`config.mk`:
```
export PLATFORM = sky130hd
export DESIGN_NAME = jet_cfg_regs_flat
export DESIGN_NICKNAME = d
export VERILOG_FILES = /design/src/sv/jet_pkg.sv /design/src/sv/jet_if.sv /design/src/sv/jet_cfg_regs.sv /design/src/flat_wrapper.sv
export SDC_FILE = /design/constraint.sdc
export NUM_CORES = 1
export LEC_CHECK = 0
export BUFFER_PORTS_ARGS = -buffer_cell sky130_fd_sc_hd__buf_2
export CAP_MARGIN = 15
export CORE_UTILIZATION = 55
export CTS_CLUSTER_DIAMETER = 60
export DETAILED_ROUTE_END_ITERATION = 10
export PLACE_DENSITY = 0.9
export SLEW_MARGIN = 20
export SYNTH_ARGS = -nofsm -noshare
export SYNTH_HDL_FRONTEND = slang
export SYNTH_SLANG_ARGS = --single-unit
```
`constraint.sdc`:
```
create_clock -name clk -period 2.31 [get_ports clk]
set_input_delay 0.1155 -clock clk [delete_from_list [all_inputs] [get_ports clk]]
set_output_delay 0.1155 -clock clk [all_outputs]
set_load 0.01 [all_outputs]
```
`src/sv/jet_pkg.sv`:
```
`timescale 1ns / 1ps

package jet_pkg;

  localparam int MAX_ITER_DEF   = 128;
  localparam int COORD_BITS_DEF = 12;

  localparam int Q_W       = 32;
  localparam int PROD_W    = 64;
  localparam int STEP_W    = 31;
  localparam int FRAC_BITS = 28;
  localparam int ESC_W     = 7;
  localparam int CFG_IDX_W = 3;

  // |z|^2 threshold of four, in the Q8.56 scale of a full product.
  localparam logic [PROD_W-1:0] FOUR_SQ = PROD_W'(4) << (2 * FRAC_BITS);

  localparam logic signed [Q_W-1:0] Q_MAX = {1'b0, {(Q_W-1){1'b1}}};
  localparam logic signed [Q_W-1:0] Q_MIN = {1'b1, {(Q_W-1){1'b0}}};

  // Configuration register indexes.
  localparam logic [CFG_IDX_W-1:0] REG_LEFT_EDGE  = 3'd0;
  localparam logic [CFG_IDX_W-1:0] REG_TOP_EDGE   = 3'd1;
  localparam logic [CFG_IDX_W-1:0] REG_REAL_STEP  = 3'd2;
  localparam logic [CFG_IDX_W-1:0] REG_IMAG_STEP  = 3'd3;
  localparam logic [CFG_IDX_W-1:0] REG_CONST_REAL = 3'd4;
  localparam logic [CFG_IDX_W-1:0] REG_CONST_IMAG = 3'd5;

  localparam logic signed [Q_W-1:0] LEFT_EDGE_RST  = -32'sd536870912;
  localparam logic signed [Q_W-1:0] TOP_EDGE_RST   = 32'sd536870912;
  localparam logic [STEP_W-1:0]     REAL_STEP_RST  = 31'd262144;
  localparam logic [STEP_W-1:0]     IMAG_STEP_RST  = 31'd262144;
  localparam logic signed [Q_W-1:0] CONST_REAL_RST = '0;
  localparam logic signed [Q_W-1:0] CONST_IMAG_RST = '0;

  typedef struct packed {
    logic signed [Q_W-1:0] left_edge;
    logic signed [Q_W-1:0] top_edge;
    logic [STEP_W-1:0]     real_step;
    logic [STEP_W-1:0]     imag_step;
    logic signed [Q_W-1:0] const_real;
    logic signed [Q_W-1:0] const_imag;
  } cfg_t;

  typedef struct packed {
    logic signed [Q_W-1:0] a0;
    logic signed [Q_W-1:0] b0;
    logic signed [Q_W-1:0] a1;
    logic signed [Q_W-1:0] b1;
    logic signed [Q_W-1:0] a2;
    logic signed [Q_W-1:0] b2;
  } mul_ops_t;

  typedef struct packed {
    logic signed [PROD_W-1:0] p0;
    logic signed [PROD_W-1:0] p1;
    logic signed [PROD_W-1:0] p2;
  } mul_prods_t;

  function automatic logic signed [PROD_W-1:0] sext64(input logic signed [Q_W-1:0] v);
    sext64 = {{(PROD_W-Q_W){v[Q_W-1]}}, v};
  endfunction

  // Clamp a wide signed value to the Q4.28 range.
  function automatic logic signed [Q_W-1:0] sat_q(input logic signed [PROD_W-1:0] v);
    logic signed [Q_W-1:0] r;
    if (v > sext64(Q_MAX)) begin
      r = Q_MAX;
    end else if (v < sext64(Q_MIN)) begin
      r = Q_MIN;
    end else begin
      r = v[Q_W-1:0];
    end
    sat_q = r;
  endfunction

endpackage

```
`src/sv/jet_if.sv`:
```


interface jet_cfg_if import jet_pkg::*; ();
  logic                 valid;
  logic                 ready;
  logic [CFG_IDX_W-1:0] index;
  logic [Q_W-1:0]       data;

  modport source (output valid, index, data, input ready);
  modport sink (input valid, index, data, output ready);
endinterface

```
`src/sv/jet_cfg_regs.sv`:
```
`timescale 1ns / 1ps

module jet_cfg_regs import jet_pkg::*; (
  input  logic       clk,
  input  logic       rst,
  jet_cfg_if.sink    cfg,
  output cfg_t       regs
);

  assign cfg.ready = 1'b1;

  always_ff @(posedge clk) begin
    if (rst) begin
      regs.left_edge  <= LEFT_EDGE_RST;
      regs.top_edge   <= TOP_EDGE_RST;
      regs.real_step  <= REAL_STEP_RST;
      regs.imag_step  <= IMAG_STEP_RST;
      regs.const_real <= CONST_REAL_RST;
      regs.const_imag <= CONST_IMAG_RST;
    end else if (cfg.valid) begin
      case (cfg.index)
        REG_LEFT_EDGE:  regs.left_edge  <= $signed(cfg.data);
        REG_TOP_EDGE:   regs.top_edge   <= $signed(cfg.data);
        REG_REAL_STEP:  regs.real_step  <= cfg.data[STEP_W-1:0];
        REG_IMAG_STEP:  regs.imag_step  <= cfg.data[STEP_W-1:0];
        REG_CONST_REAL: regs.const_real <= $signed(cfg.data);
        REG_CONST_IMAG: regs.const_imag <= $signed(cfg.data);
        default: ;
      endcase
    end
  end

endmodule

```
`src/flat_wrapper.sv`:
```
// flat-port wrapper written by rule: the top's interface ports become plain ports
module jet_cfg_regs_flat import jet_pkg::*;
  (clk, rst, regs, cfg_valid, cfg_index, cfg_data, cfg_ready);
  jet_cfg_if cfg_i ();
  input  logic clk;
  input  logic rst;
  output cfg_t regs;
  input wire logic [$bits(cfg_i.valid)-1:0] cfg_valid;
  input wire logic [$bits(cfg_i.index)-1:0] cfg_index;
  input wire logic [$bits(cfg_i.data)-1:0] cfg_data;
  output wire logic [$bits(cfg_i.ready)-1:0] cfg_ready;
  assign cfg_i.valid = cfg_valid;
  assign cfg_i.index = cfg_index;
  assign cfg_i.data = cfg_data;
  assign cfg_ready = cfg_i.ready;
  jet_cfg_regs u_core (.clk(clk), .rst(rst), .cfg(cfg_i), .regs(regs));
endmodule
```
==> results of run 1 <==
==> cell families after synthesis <==
logic type             Yosys count  synth area share [%]
multiplexers                   190                  25.5
buffers and inverters           49                  3.24
flip-flops                     190                  51.1
other                            1                0.0504
AND/OR/NAND/NOR                235                  20.1
==> report_power, final <==
part | leakage, nW | switching [W] | internal [W]
combinational | 3.17 | 0.000270 | 0.000227
clock | 0.280 | 0.00120 | 0.00168
sequential | 1.54 | 0.0000361 | 0.00335
==> area by class of cell <==
type,instances,share of cell area [%]
antenna,1,0.0268
clock buffer,23,5.12
clock inverter,8,1.14
multi-input combinational,426,36.8
sequential,190,40.7
tap,176,2.36
timing repair buffer,242,13.9
==> cells in the mapped netlist <==
cell type / n
sky130_fd_sc_hd__or4b_4: 1
sky130_fd_sc_hd__nor4b_2: 1
sky130_fd_sc_hd__buf_6: 2
sky130_fd_sc_hd__buf_4: 5
sky130_fd_sc_hd__dfxtp_1: 190
sky130_fd_sc_hd__clkbuf_1: 23
sky130_fd_sc_hd__buf_2: 19
sky130_fd_sc_hd__conb_1: 1
sky130_fd_sc_hd__and4bb_2: 2
sky130_fd_sc_hd__nand4b_1: 2
sky130_fd_sc_hd__mux2i_1: 190
sky130_fd_sc_hd__nand4bb_1: 3
sky130_fd_sc_hd__nor2_1: 10
sky130_fd_sc_hd__nand2b_1: 216
==> how the worst max path moves through the flow <==
stage,from,endpoint,slack [ps],depth (start not counted)
5_1_grt,cfg_index[2],u_core.regs[97]$_SDFFE_PP0P_,940,3
3_5_place_dp,cfg_index[2],u_core.regs[110]$_SDFFE_PP0P_,620,3
4_1_cts,cfg_index[2],u_core.regs[97]$_SDFFE_PP0P_,1020,3
3_3_place_gp,cfg_index[2],u_core.regs[101]$_SDFFE_PP0P_,700,3
2_1_floorplan,cfg_index[1],u_core.regs[178]$_SDFFE_PP0P_,1140,4
6_report,cfg_index[2],u_core.regs[97]$_SDFFE_PP0P_,990,3
==> per-layer routing <==
metal  vias up  GRT usage (%)  part of all wire (%)
li1       2614              -                     -
met1      2545           30.7                    43
met2       177           44.0                    48
met3        38           6.76                   5.8
met4         0           13.1                   3.2
met5         -              0                     0
==> stage by stage <==
stage	hold slack (ps)	total power, W
2_1_floorplan	283	0.00376
3_3_place_gp	400	0.00394
3_5_place_dp	405	0.00395
4_1_cts	99.0	0.00681
5_1_grt	125	0.00697
6_report	108	0.00677
==> worst max-delay path, cell delays in order <==
cell and delay, ps:
sky130_fd_sc_hd__buf_2 160, sky130_fd_sc_hd__nand4bb_2 890, sky130_fd_sc_hd__mux2i_1 460
==> what timing repair did <==
item	CTS	global route
hold buffers	4	0
resized for setup	0	0
setup endpoints to repair	0	0
hold endpoints to repair	5	0
==> flow_summary.html, run 1 <==
<table>
<tr><th>Metric</th><th>Value</th></tr>
<tr><th colspan="2">Setup path</th></tr>
<tr><td>FF-to-FF Start</td><td>u_core.regs[97]$_SDFFE_PP0P_</td></tr>
<tr><td>Endpoint arrival time on the critical path</td><td>1640 ps</td></tr>
<tr><td>Destination of the worst register-to-register timing path</td><td>u_core.regs[97]$_SDFFE_PP0P_</td></tr>
<tr><td>Launching element type of the critical path</td><td>primary input</td></tr>
<tr><td>Worst-case reg-to-reg path depth</td><td>2</td></tr>
<tr><td>Kind of end point of the critical path</td><td>register</td></tr>
<tr><td>CP Max Fanout</td><td>19</td></tr>
<tr><td>Worst endpoint required time</td><td>between 2000 and 3000 ps</td></tr>
<tr><td>Path type of the worst setup path</td><td>primary input to register</td></tr>
<tr><td>R2R setup slack</td><td>1600 ps</td></tr>
<tr><th colspan="2">Final layout</th></tr>
<tr><td>Fraction of layout instances using a drive strength above 1</td><td>30.7%</td></tr>
<tr><td>Register with the most flip-flops</td><td>u_core.regs</td></tr>
<tr><td>Area taken by multi-input logic gates</td><td>3430 um2</td></tr>
<tr><td>Footprint of the flip-flops and latches</td><td>3800 um2</td></tr>
<tr><td>Final core utilization</td><td>a little over two thirds</td></tr>
<tr><td>Synthesis-to-layout area growth</td><td>25.5%</td></tr>
<tr><td>Flip-flop count of the largest register, all copies and words added</td><td>190</td></tr>
<tr><td>Largest registers ranked by flip-flop count</td><td>u_core.regs x190</td></tr>
<tr><td>Leading cell type in the layout, fill and taps excluded</td><td>sky130_fd_sc_hd__buf_2</td></tr>
<tr><td>Count of fill cells added during filler insertion</td><td>1027</td></tr>
<tr><td>Final std cell area, no fill</td><td>9340 um2</td></tr>
<tr><td>Count of nets after finishing</td><td>915</td></tr>
<tr><td>Commonest cells after routing, fill and taps aside</td><td>sky130_fd_sc_hd__buf_2, sky130_fd_sc_hd__nand2b_1, sky130_fd_sc_hd__mux2i_1, sky130_fd_sc_hd__dfxtp_1, sky130_fd_sc_hd__clkbuf_16</td></tr>
<tr><td>Fin cells</td><td>1066</td></tr>
<tr><th colspan="2">Synth</th></tr>
<tr><td>Net count of the mapped netlist</td><td>703</td></tr>
<tr><td>Area leader, netlist</td><td>sky130_fd_sc_hd__dfxtp_1</td></tr>
<tr><td>Count of unique library cells instantiated by Yosys</td><td>14</td></tr>
<tr><td>Number of warnings printed during yosys synthesis</td><td>0</td></tr>
<tr><td>Cell area after synthesis</td><td>7440 um2</td></tr>
<tr><td>Number of instances in the synthesized netlist</td><td>665</td></tr>
<tr><td>Flip-flop and latch count after synthesis</td><td>190</td></tr>
<tr><td>Average cell area after synthesis</td><td>11.2 um2</td></tr>
<tr><td>Proportion of netlist area held by the largest area contributor</td><td>between 50% and 60%</td></tr>
<tr><td>Share of synthesized area occupied by flip-flops and latches</td><td>51.1%</td></tr>
<tr><td>Synth area leaders</td><td>sky130_fd_sc_hd__dfxtp_1, sky130_fd_sc_hd__mux2i_1, sky130_fd_sc_hd__nand2b_1</td></tr>
<tr><th colspan="2">CTS</th></tr>
<tr><td>Root buffer cell</td><td>sky130_fd_sc_hd__clkbuf_16</td></tr>
<tr><td>Clock buffer count from CTS</td><td>17</td></tr>
<tr><td>Clock transition at the register clock pins on the worst setup and hold paths after CTS</td><td>about 60 ps</td></tr>
<tr><td>Number of buffers inserted by post-CTS setup repair</td><td>0</td></tr>
<tr><td>Clock Latency Late Sink</td><td>between 400 and 500 ps</td></tr>
<tr><td>Maximum level of the CTS H-tree</td><td>4</td></tr>
<tr><td>TritonCTS clock tree</td><td>built</td></tr>
<tr><td>Clock Sink Count</td><td>190</td></tr>
<tr><td>Maximum buffer depth of the clock tree</td><td>2</td></tr>
<tr><th colspan="2">Pwr</th></tr>
<tr><td>Cell area power density</td><td>724 nW/um2</td></tr>
<tr><td>Leak Pwr</td><td>around 5 nW</td></tr>
<tr><td>Maximum VDD drop</td><td>a little over 0.0005 V</td></tr>
<tr><th colspan="2">Placed design</th></tr>
<tr><td>Post-Place Worst Slack</td><td>623 ps</td></tr>
<tr><td>Gpl congestion</td><td>0.772</td></tr>
<tr><td>Placed cell count</td><td>approximately 1000</td></tr>
<tr><td>Number of input and output port buffers inserted</td><td>between 200 and 250</td></tr>
<tr><td>Total half-perimeter wirelength after legalization and detailed placement</td><td>12.2 mm</td></tr>
<tr><td>Area after detailed placement</td><td>8720 um2</td></tr>
<tr><th colspan="2">Route</th></tr>
<tr><td>Post-route ant nets</td><td>0</td></tr>
<tr><td>Aggregate routed wire length</td><td>approximately 18 mm</td></tr>
<tr><td>Remaining design rule violation count</td><td>0</td></tr>
<tr><td>Routed length per instance</td><td>16.9 um</td></tr>
<tr><td>First-pass iteration count of the detailed router</td><td>4</td></tr>
<tr><td>Count of vias placed by the detailed router</td><td>5374</td></tr>
<tr><td>DR iter-0 viols</td><td>293</td></tr>
<tr><td>Average via count per standard cell</td><td>5.04</td></tr>
<tr><th colspan="2">Outcome</th></tr>
<tr><td>Outcome</td><td>complete, no violations</td></tr>
<tr><th colspan="2">Die</th></tr>
<tr><td>X dimension of the die</td><td>118 um</td></tr>
<tr><td>Row Count</td><td>42</td></tr>
<tr><td>DIE AREA</td><td>14000 um2</td></tr>
<tr><td>Core ar.</td><td>13200 um2</td></tr>
<tr><td>Initial Util</td><td>a little under three fifths</td></tr>
<tr><td>Die Y</td><td>118 um</td></tr>
<tr><td>I/O Pins</td><td>229</td></tr>
<tr><th colspan="2">Global route</th></tr>
<tr><td>Antenna violations before repair</td><td>1</td></tr>
<tr><td>Leftover overflow at the end of global routing</td><td>0</td></tr>
<tr><td>Pin count of the biggest net entering global routing</td><td>between 70 and 80</td></tr>
<tr><td>First-pass GRT wire length</td><td>28.3 mm</td></tr>
<tr><td>Overall fraction of global-route tracks in use</td><td>26.1%</td></tr>
<tr><td>Vias in the first global route</td><td>about 5300</td></tr>
<tr><th colspan="2">Timing</th></tr>
<tr><td>RSZ-0062 raised after global routing</td><td>no</td></tr>
<tr><td>Worst setup margin</td><td>988 ps</td></tr>
<tr><td>Tcrit/Tclk final</td><td>a little under three fifths</td></tr>
<tr><td>Final Hold Violating Endpoints</td><td>0</td></tr>
<tr><td>Summed negative setup slack over all endpoints</td><td>0 ps</td></tr>
<tr><td>Slew headroom</td><td>36.8%</td></tr>
<tr><td>Number of max-slew violations in the final report</td><td>0</td></tr>
<tr><td>Achievable frequency</td><td>between 700 and 800 MHz</td></tr>
<tr><td>Endpoints failing setup</td><td>0</td></tr>
<tr><td>Slew at the pin with the worst max-slew slack</td><td>948 ps</td></tr>
<tr><td>Final worst clock skew</td><td>0 ps</td></tr>
<tr><td>Shortest period the worst path allows</td><td>between 1000 and 1500 ps</td></tr>
<tr><th colspan="2">Job</th></tr>
<tr><td>Max Cap Violations</td><td>0</td></tr>
<tr><th colspan="2">Min path</th></tr>
<tr><td>Worst Hold Launch</td><td>cfg_data[19]</td></tr>
<tr><td>Min-Delay Path Class</td><td>primary input to register</td></tr>
<tr><td>Hold path endpoint</td><td>u_core.regs[51]$_SDFFE_PP0P_</td></tr>
<tr><td>Hold path depth</td><td>3</td></tr>
</table>
Power figures use the tool's default switching activity.
==> run 2: changes to the inputs <==
- ABC_AREA: default -> 1
- CORE_UTILIZATION: 55 -> 51
- PLACE_DENSITY: 0.9 -> 0.84
- clock period: 2.31 -> 1.35 ns (I/O delays scaled with it)
==> flow_summary.html, run 2 <==
<table>
<tr><th>Metric</th><th>Value</th></tr>
<tr><th colspan="2">Outcome</th></tr>
<tr><td>Outcome</td><td>complete, no violations</td></tr>
<tr><th colspan="2">Die</th></tr>
<tr><td>X dimension of the die</td><td>124 um (+4.7%)</td></tr>
<tr><td>DIE AREA</td><td>15300 um2 (+9.5%)</td></tr>
<tr><td>I/O Pins</td><td>229 (unchanged)</td></tr>
<tr><td>Row Count</td><td>44 (+4.8%)</td></tr>
<tr><td>Initial Util</td><td>52.1% (-4.1 points)</td></tr>
<tr><td>Core ar.</td><td>14500 um2 (+9.8%)</td></tr>
<tr><td>Die Y</td><td>124 um (+4.7%)</td></tr>
<tr><th colspan="2">Synth</th></tr>
<tr><td>Count of flip-flops with a built-in enable after synthesis</td><td>0 (unchanged)</td></tr>
<tr><td>Synth area leaders</td><td>sky130_fd_sc_hd__dfxtp_1, sky130_fd_sc_hd__nor2_1, sky130_fd_sc_hd__nand3_1</td></tr>
<tr><td>Count of unique library cells instantiated by Yosys</td><td>16 (+2)</td></tr>
<tr><td>Predominant post-synthesis flop cell</td><td>sky130_fd_sc_hd__dfxtp_1</td></tr>
<tr><td>Net count of the mapped netlist</td><td>1117 (+59%)</td></tr>
<tr><td>Average cell area after synthesis</td><td>7.02 um2 (-37%)</td></tr>
<tr><td>Dominant cell by count in the synthesized netlist</td><td>sky130_fd_sc_hd__nor2_1</td></tr>
<tr><td>Number of warnings printed during yosys synthesis</td><td>0 (unchanged)</td></tr>
<tr><td>Cell area after synthesis</td><td>7570 um2 (+1.7%)</td></tr>
<tr><td>Fraction of registers with async set/reset</td><td>0% (unchanged)</td></tr>
<tr><td>Number of instances in the synthesized netlist</td><td>1079 (+62%)</td></tr>
<tr><td>Share of synthesized area occupied by flip-flops and latches</td><td>50.2% (-0.87 points)</td></tr>
<tr><td>Flip-flop and latch count after synthesis</td><td>190 (unchanged)</td></tr>
<tr><td>Synth top cells by count</td><td>sky130_fd_sc_hd__nor2_1, sky130_fd_sc_hd__nand2_1, sky130_fd_sc_hd__dfxtp_1, sky130_fd_sc_hd__nand3_1, sky130_fd_sc_hd__buf_2</td></tr>
<tr><td>Area leader, netlist</td><td>sky130_fd_sc_hd__dfxtp_1</td></tr>
<tr><td>Proportion of netlist area held by the largest area contributor</td><td>50.2% (-0.87 points)</td></tr>
<tr><th colspan="2">Global route</th></tr>
<tr><td>Leftover overflow at the end of global routing</td><td>0 (unchanged)</td></tr>
<tr><td>Pin count of the biggest net entering global routing</td><td>69 (-5.5%)</td></tr>
<tr><td>Overall fraction of global-route tracks in use</td><td>29.8% (+3.7 points)</td></tr>
<tr><td>First-pass GRT wire length</td><td>34.7 mm (+23%)</td></tr>
<tr><td>Vias in the first global route</td><td>6837 (+29%)</td></tr>
<tr><td>Antenna violations before repair</td><td>0 (-1)</td></tr>
<tr><th colspan="2">Timing</th></tr>
<tr><td>Summed negative setup slack over all endpoints</td><td>0 ps (unchanged)</td></tr>
<tr><td>RSZ-0062 raised after global routing</td><td>no</td></tr>
<tr><td>Tcrit/Tclk final</td><td>77.2%</td></tr>
<tr><td>Final hold slack</td><td>30.9 ps (-77.4 ps)</td></tr>
<tr><td>Final worst clock skew</td><td>0 ps (unchanged)</td></tr>
<tr><td>Endpoints failing setup</td><td>0 (unchanged)</td></tr>
<tr><td>Number of max-slew violations in the final report</td><td>0 (unchanged)</td></tr>
<tr><td>Shortest period the worst path allows</td><td>about 1000 ps</td></tr>
<tr><td>Achievable frequency</td><td>about 960 MHz</td></tr>
<tr><td>Final Hold Violating Endpoints</td><td>0 (unchanged)</td></tr>
<tr><th colspan="2">CTS</th></tr>
<tr><td>Maximum buffer depth of the clock tree</td><td>2 (unchanged)</td></tr>
<tr><td>Clock Latency Late Sink</td><td>430 ps (+20 ps)</td></tr>
<tr><td>TritonCTS clock tree</td><td>built</td></tr>
<tr><td>Maximum level of the CTS H-tree</td><td>4 (unchanged)</td></tr>
<tr><td>Clock Sink Count</td><td>190 (unchanged)</td></tr>
<tr><td>Root buffer cell</td><td>sky130_fd_sc_hd__clkbuf_16</td></tr>
<tr><td>Clock buffer count from CTS</td><td>17 (unchanged)</td></tr>
<tr><td>Resize count post-CTS</td><td>0 (unchanged)</td></tr>
<tr><td>Clock transition at the register clock pins on the worst setup and hold paths after CTS</td><td>70 ps (about the same)</td></tr>
<tr><th colspan="2">Route</th></tr>
<tr><td>Count of vias placed by the detailed router</td><td>7707 (+43%)</td></tr>
<tr><td>Remaining design rule violation count</td><td>0 (unchanged)</td></tr>
<tr><td>Aggregate routed wire length</td><td>22.5 mm (+25%)</td></tr>
<tr><td>Post-route ant nets</td><td>0 (unchanged)</td></tr>
<tr><td>First-pass iteration count of the detailed router</td><td>6 (+2)</td></tr>
<tr><td>Average via count per standard cell</td><td>5.21 (+3.4%)</td></tr>
<tr><td>Routed length per instance</td><td>15.2 um (-9.8%)</td></tr>
<tr><td>DR iter-0 viols</td><td>687 (+130%)</td></tr>
<tr><th colspan="2">Setup path</th></tr>
<tr><td>Worst endpoint required time</td><td>1280 ps (-1350 ps)</td></tr>
<tr><td>Endpoint arrival time on the critical path</td><td>970 ps (-670 ps)</td></tr>
<tr><td>Levels on crit path</td><td>1 (-2)</td></tr>
<tr><td>Critical path cell sequence</td><td>buf_2</td></tr>
<tr><td>Largest stage delay on the critical path</td><td>390 ps (-500 ps)</td></tr>
<tr><td>Number of buffer and inverter stages on the critical path</td><td>1 (unchanged)</td></tr>
<tr><td>Launching element type of the critical path</td><td>register</td></tr>
<tr><td>Cell type group with the largest total delay on the critical path</td><td>flip-flops</td></tr>
<tr><td>CP Max Fanout</td><td>2 (-17)</td></tr>
<tr><td>Worst-case reg-to-reg path depth</td><td>2 (unchanged)</td></tr>
<tr><td>Path type of the worst setup path</td><td>register to output pin</td></tr>
<tr><td>Launching element of the worst setup path</td><td>u_core.regs[169]$_SDFFE_PP0P_</td></tr>
<tr><td>Kind of end point of the critical path</td><td>output pin</td></tr>
<tr><td>FF-to-FF Start</td><td>u_core.regs[94]$_SDFFE_PP0P_</td></tr>
<tr><td>Critical-path top delay cell</td><td>sky130_fd_sc_hd__dfxtp_1</td></tr>
<tr><th colspan="2">Min path</th></tr>
<tr><td>Min-Delay Path Class</td><td>primary input to register</td></tr>
<tr><td>Worst Hold Launch</td><td>rst</td></tr>
<tr><td>Hold path depth</td><td>3 (unchanged)</td></tr>
<tr><th colspan="2">Final layout</th></tr>
<tr><td>Count of fill cells added during filler insertion</td><td>1287 (+25%)</td></tr>
<tr><td>Footprint of the flip-flops and latches</td><td>3800 um2 (unchanged)</td></tr>
<tr><td>Count of nets after finishing</td><td>1320 (+44%)</td></tr>
<tr><td>Fraction of layout instances using a drive strength above 1</td><td>23.2% (-7.5 points)</td></tr>
<tr><td>Final std cell area, no fill</td><td>9560 um2 (+2.3%)</td></tr>
<tr><td>Inserted Diodes</td><td>0 (-1)</td></tr>
<tr><td>Leading cell type in the layout, fill and taps excluded</td><td>sky130_fd_sc_hd__nor2_1</td></tr>
<tr><td>Commonest cells after routing, fill and taps aside</td><td>sky130_fd_sc_hd__nor2_1, sky130_fd_sc_hd__buf_2, sky130_fd_sc_hd__nand2_1</td></tr>
<tr><td>Area taken by multi-input logic gates</td><td>3200 um2 (-6.8%)</td></tr>
<tr><td>Synthesis-to-layout area growth</td><td>26.3%</td></tr>
<tr><td>Flip-flop count of the largest register, all copies and words added</td><td>190 (unchanged)</td></tr>
<tr><td>Register with the most flip-flops</td><td>u_core.regs</td></tr>
<tr><td>Largest registers ranked by flip-flop count</td><td>u_core.regs x190</td></tr>
<tr><th colspan="2">Placed design</th></tr>
<tr><td>Number of input and output port buffers inserted</td><td>227 (unchanged)</td></tr>
<tr><td>Gpl congestion</td><td>0.867 (+12%)</td></tr>
<tr><td>Total half-perimeter wirelength after legalization and detailed placement</td><td>15.1 mm (+24%)</td></tr>
<tr><td>Area after detailed placement</td><td>8930 um2 (+2.4%)</td></tr>
<tr><th colspan="2">Pwr</th></tr>
<tr><td>Cell area power density</td><td>1290 nW/um2 (+78%)</td></tr>
<tr><td>Leak Pwr</td><td>4.74 nW (-4.9%)</td></tr>
<tr><td>Maximum VDD drop</td><td>0.000845 V (+65%)</td></tr>
<tr><th colspan="2">Job</th></tr>
<tr><td>Max Cap Violations</td><td>0 (unchanged)</td></tr>
</table>
run 2: cell types whose count changed after synthesis, moves of 4 or more:
cell / delta
sky130_fd_sc_hd__inv_1: +36
sky130_fd_sc_hd__buf_6: +7
sky130_fd_sc_hd__nor2_1: +359
sky130_fd_sc_hd__buf_1: +5
sky130_fd_sc_hd__nand2_1: +203
sky130_fd_sc_hd__clkbuf_1: -14
sky130_fd_sc_hd__buf_2: +28
sky130_fd_sc_hd__nor2_4: +4
sky130_fd_sc_hd__nand2b_1: -216
sky130_fd_sc_hd__mux2i_1: -190
sky130_fd_sc_hd__nor2_2: +5
sky130_fd_sc_hd__nand3_1: +190
run 2: where the power goes:
part / switching, W / internal (W)
Clock: 0.00211 / 0.00291
Sequential: 0.000113 / 0.00580
Combinational: 0.000894 / 0.000496
Total: 0.00312 / 0.00921
run 2: cell families (layout without fill, tap and decap cells):
logic type	after synthesis	count (layout)	share of synthesized area, %
compound gates	1	1	0.0660
buf+inv	115	330	7.67
flops	190	190	50.2
other cells	1	1	0.0495
simple gates	772	772	42.0
run 2: cell type report:
| type | count | share of cell area [%] |
|---|---|---|
| well taps | 184 | 2.41 |
| flip-flops and latches | 190 | 39.8 |
| repair buffers | 260 | 16.5 |
| clock inverters | 9 | 1.15 |
| clock buffers | 22 | 5.06 |
| inverters | 39 | 1.58 |
| multi-input cells | 774 | 33.5 |
run 2: final timing paths:
kind,endpoint,slack [ps]
setup / recovery,regs[169],310
hold / removal,u_core.regs[113]$_SDFFE_PP1P_,30
setup reg to reg,u_core.regs[94]$_SDFFE_PP0P_,680
hold reg to reg,u_core.regs[134]$_SDFFE_PP0P_,480
run 2: through the flow:
stage                     total power [W]  cells  setup slack (ps)  util [%]
after global routing               0.0128   1478               279      65.8
after floorplan                   0.00687   1079               470         -
final                              0.0123   1478               308      65.8
after global placement            0.00737   1443               268      61.4
after detailed placement          0.00740   1443               189      61.4
after CTS                          0.0124   1478               307      65.8
run 2: what timing repair did:
action                                  in CTS  in global routing
endpoints found under the setup margin       0                  0
hold buffers                                 4                  0
setup buffers                                0                  0
endpoints found under the hold margin        6                  0
run 2: per-layer routing:
metal  vias up  global-route usage [%]  part of all wire [%]
met2       356                    50.3                    48
met3        32                    8.01                   9.2
met5         -                       0                     0
li1       3756                       -                     -
met1      3563                    36.7                    41
met4         0                    9.34                   1.7
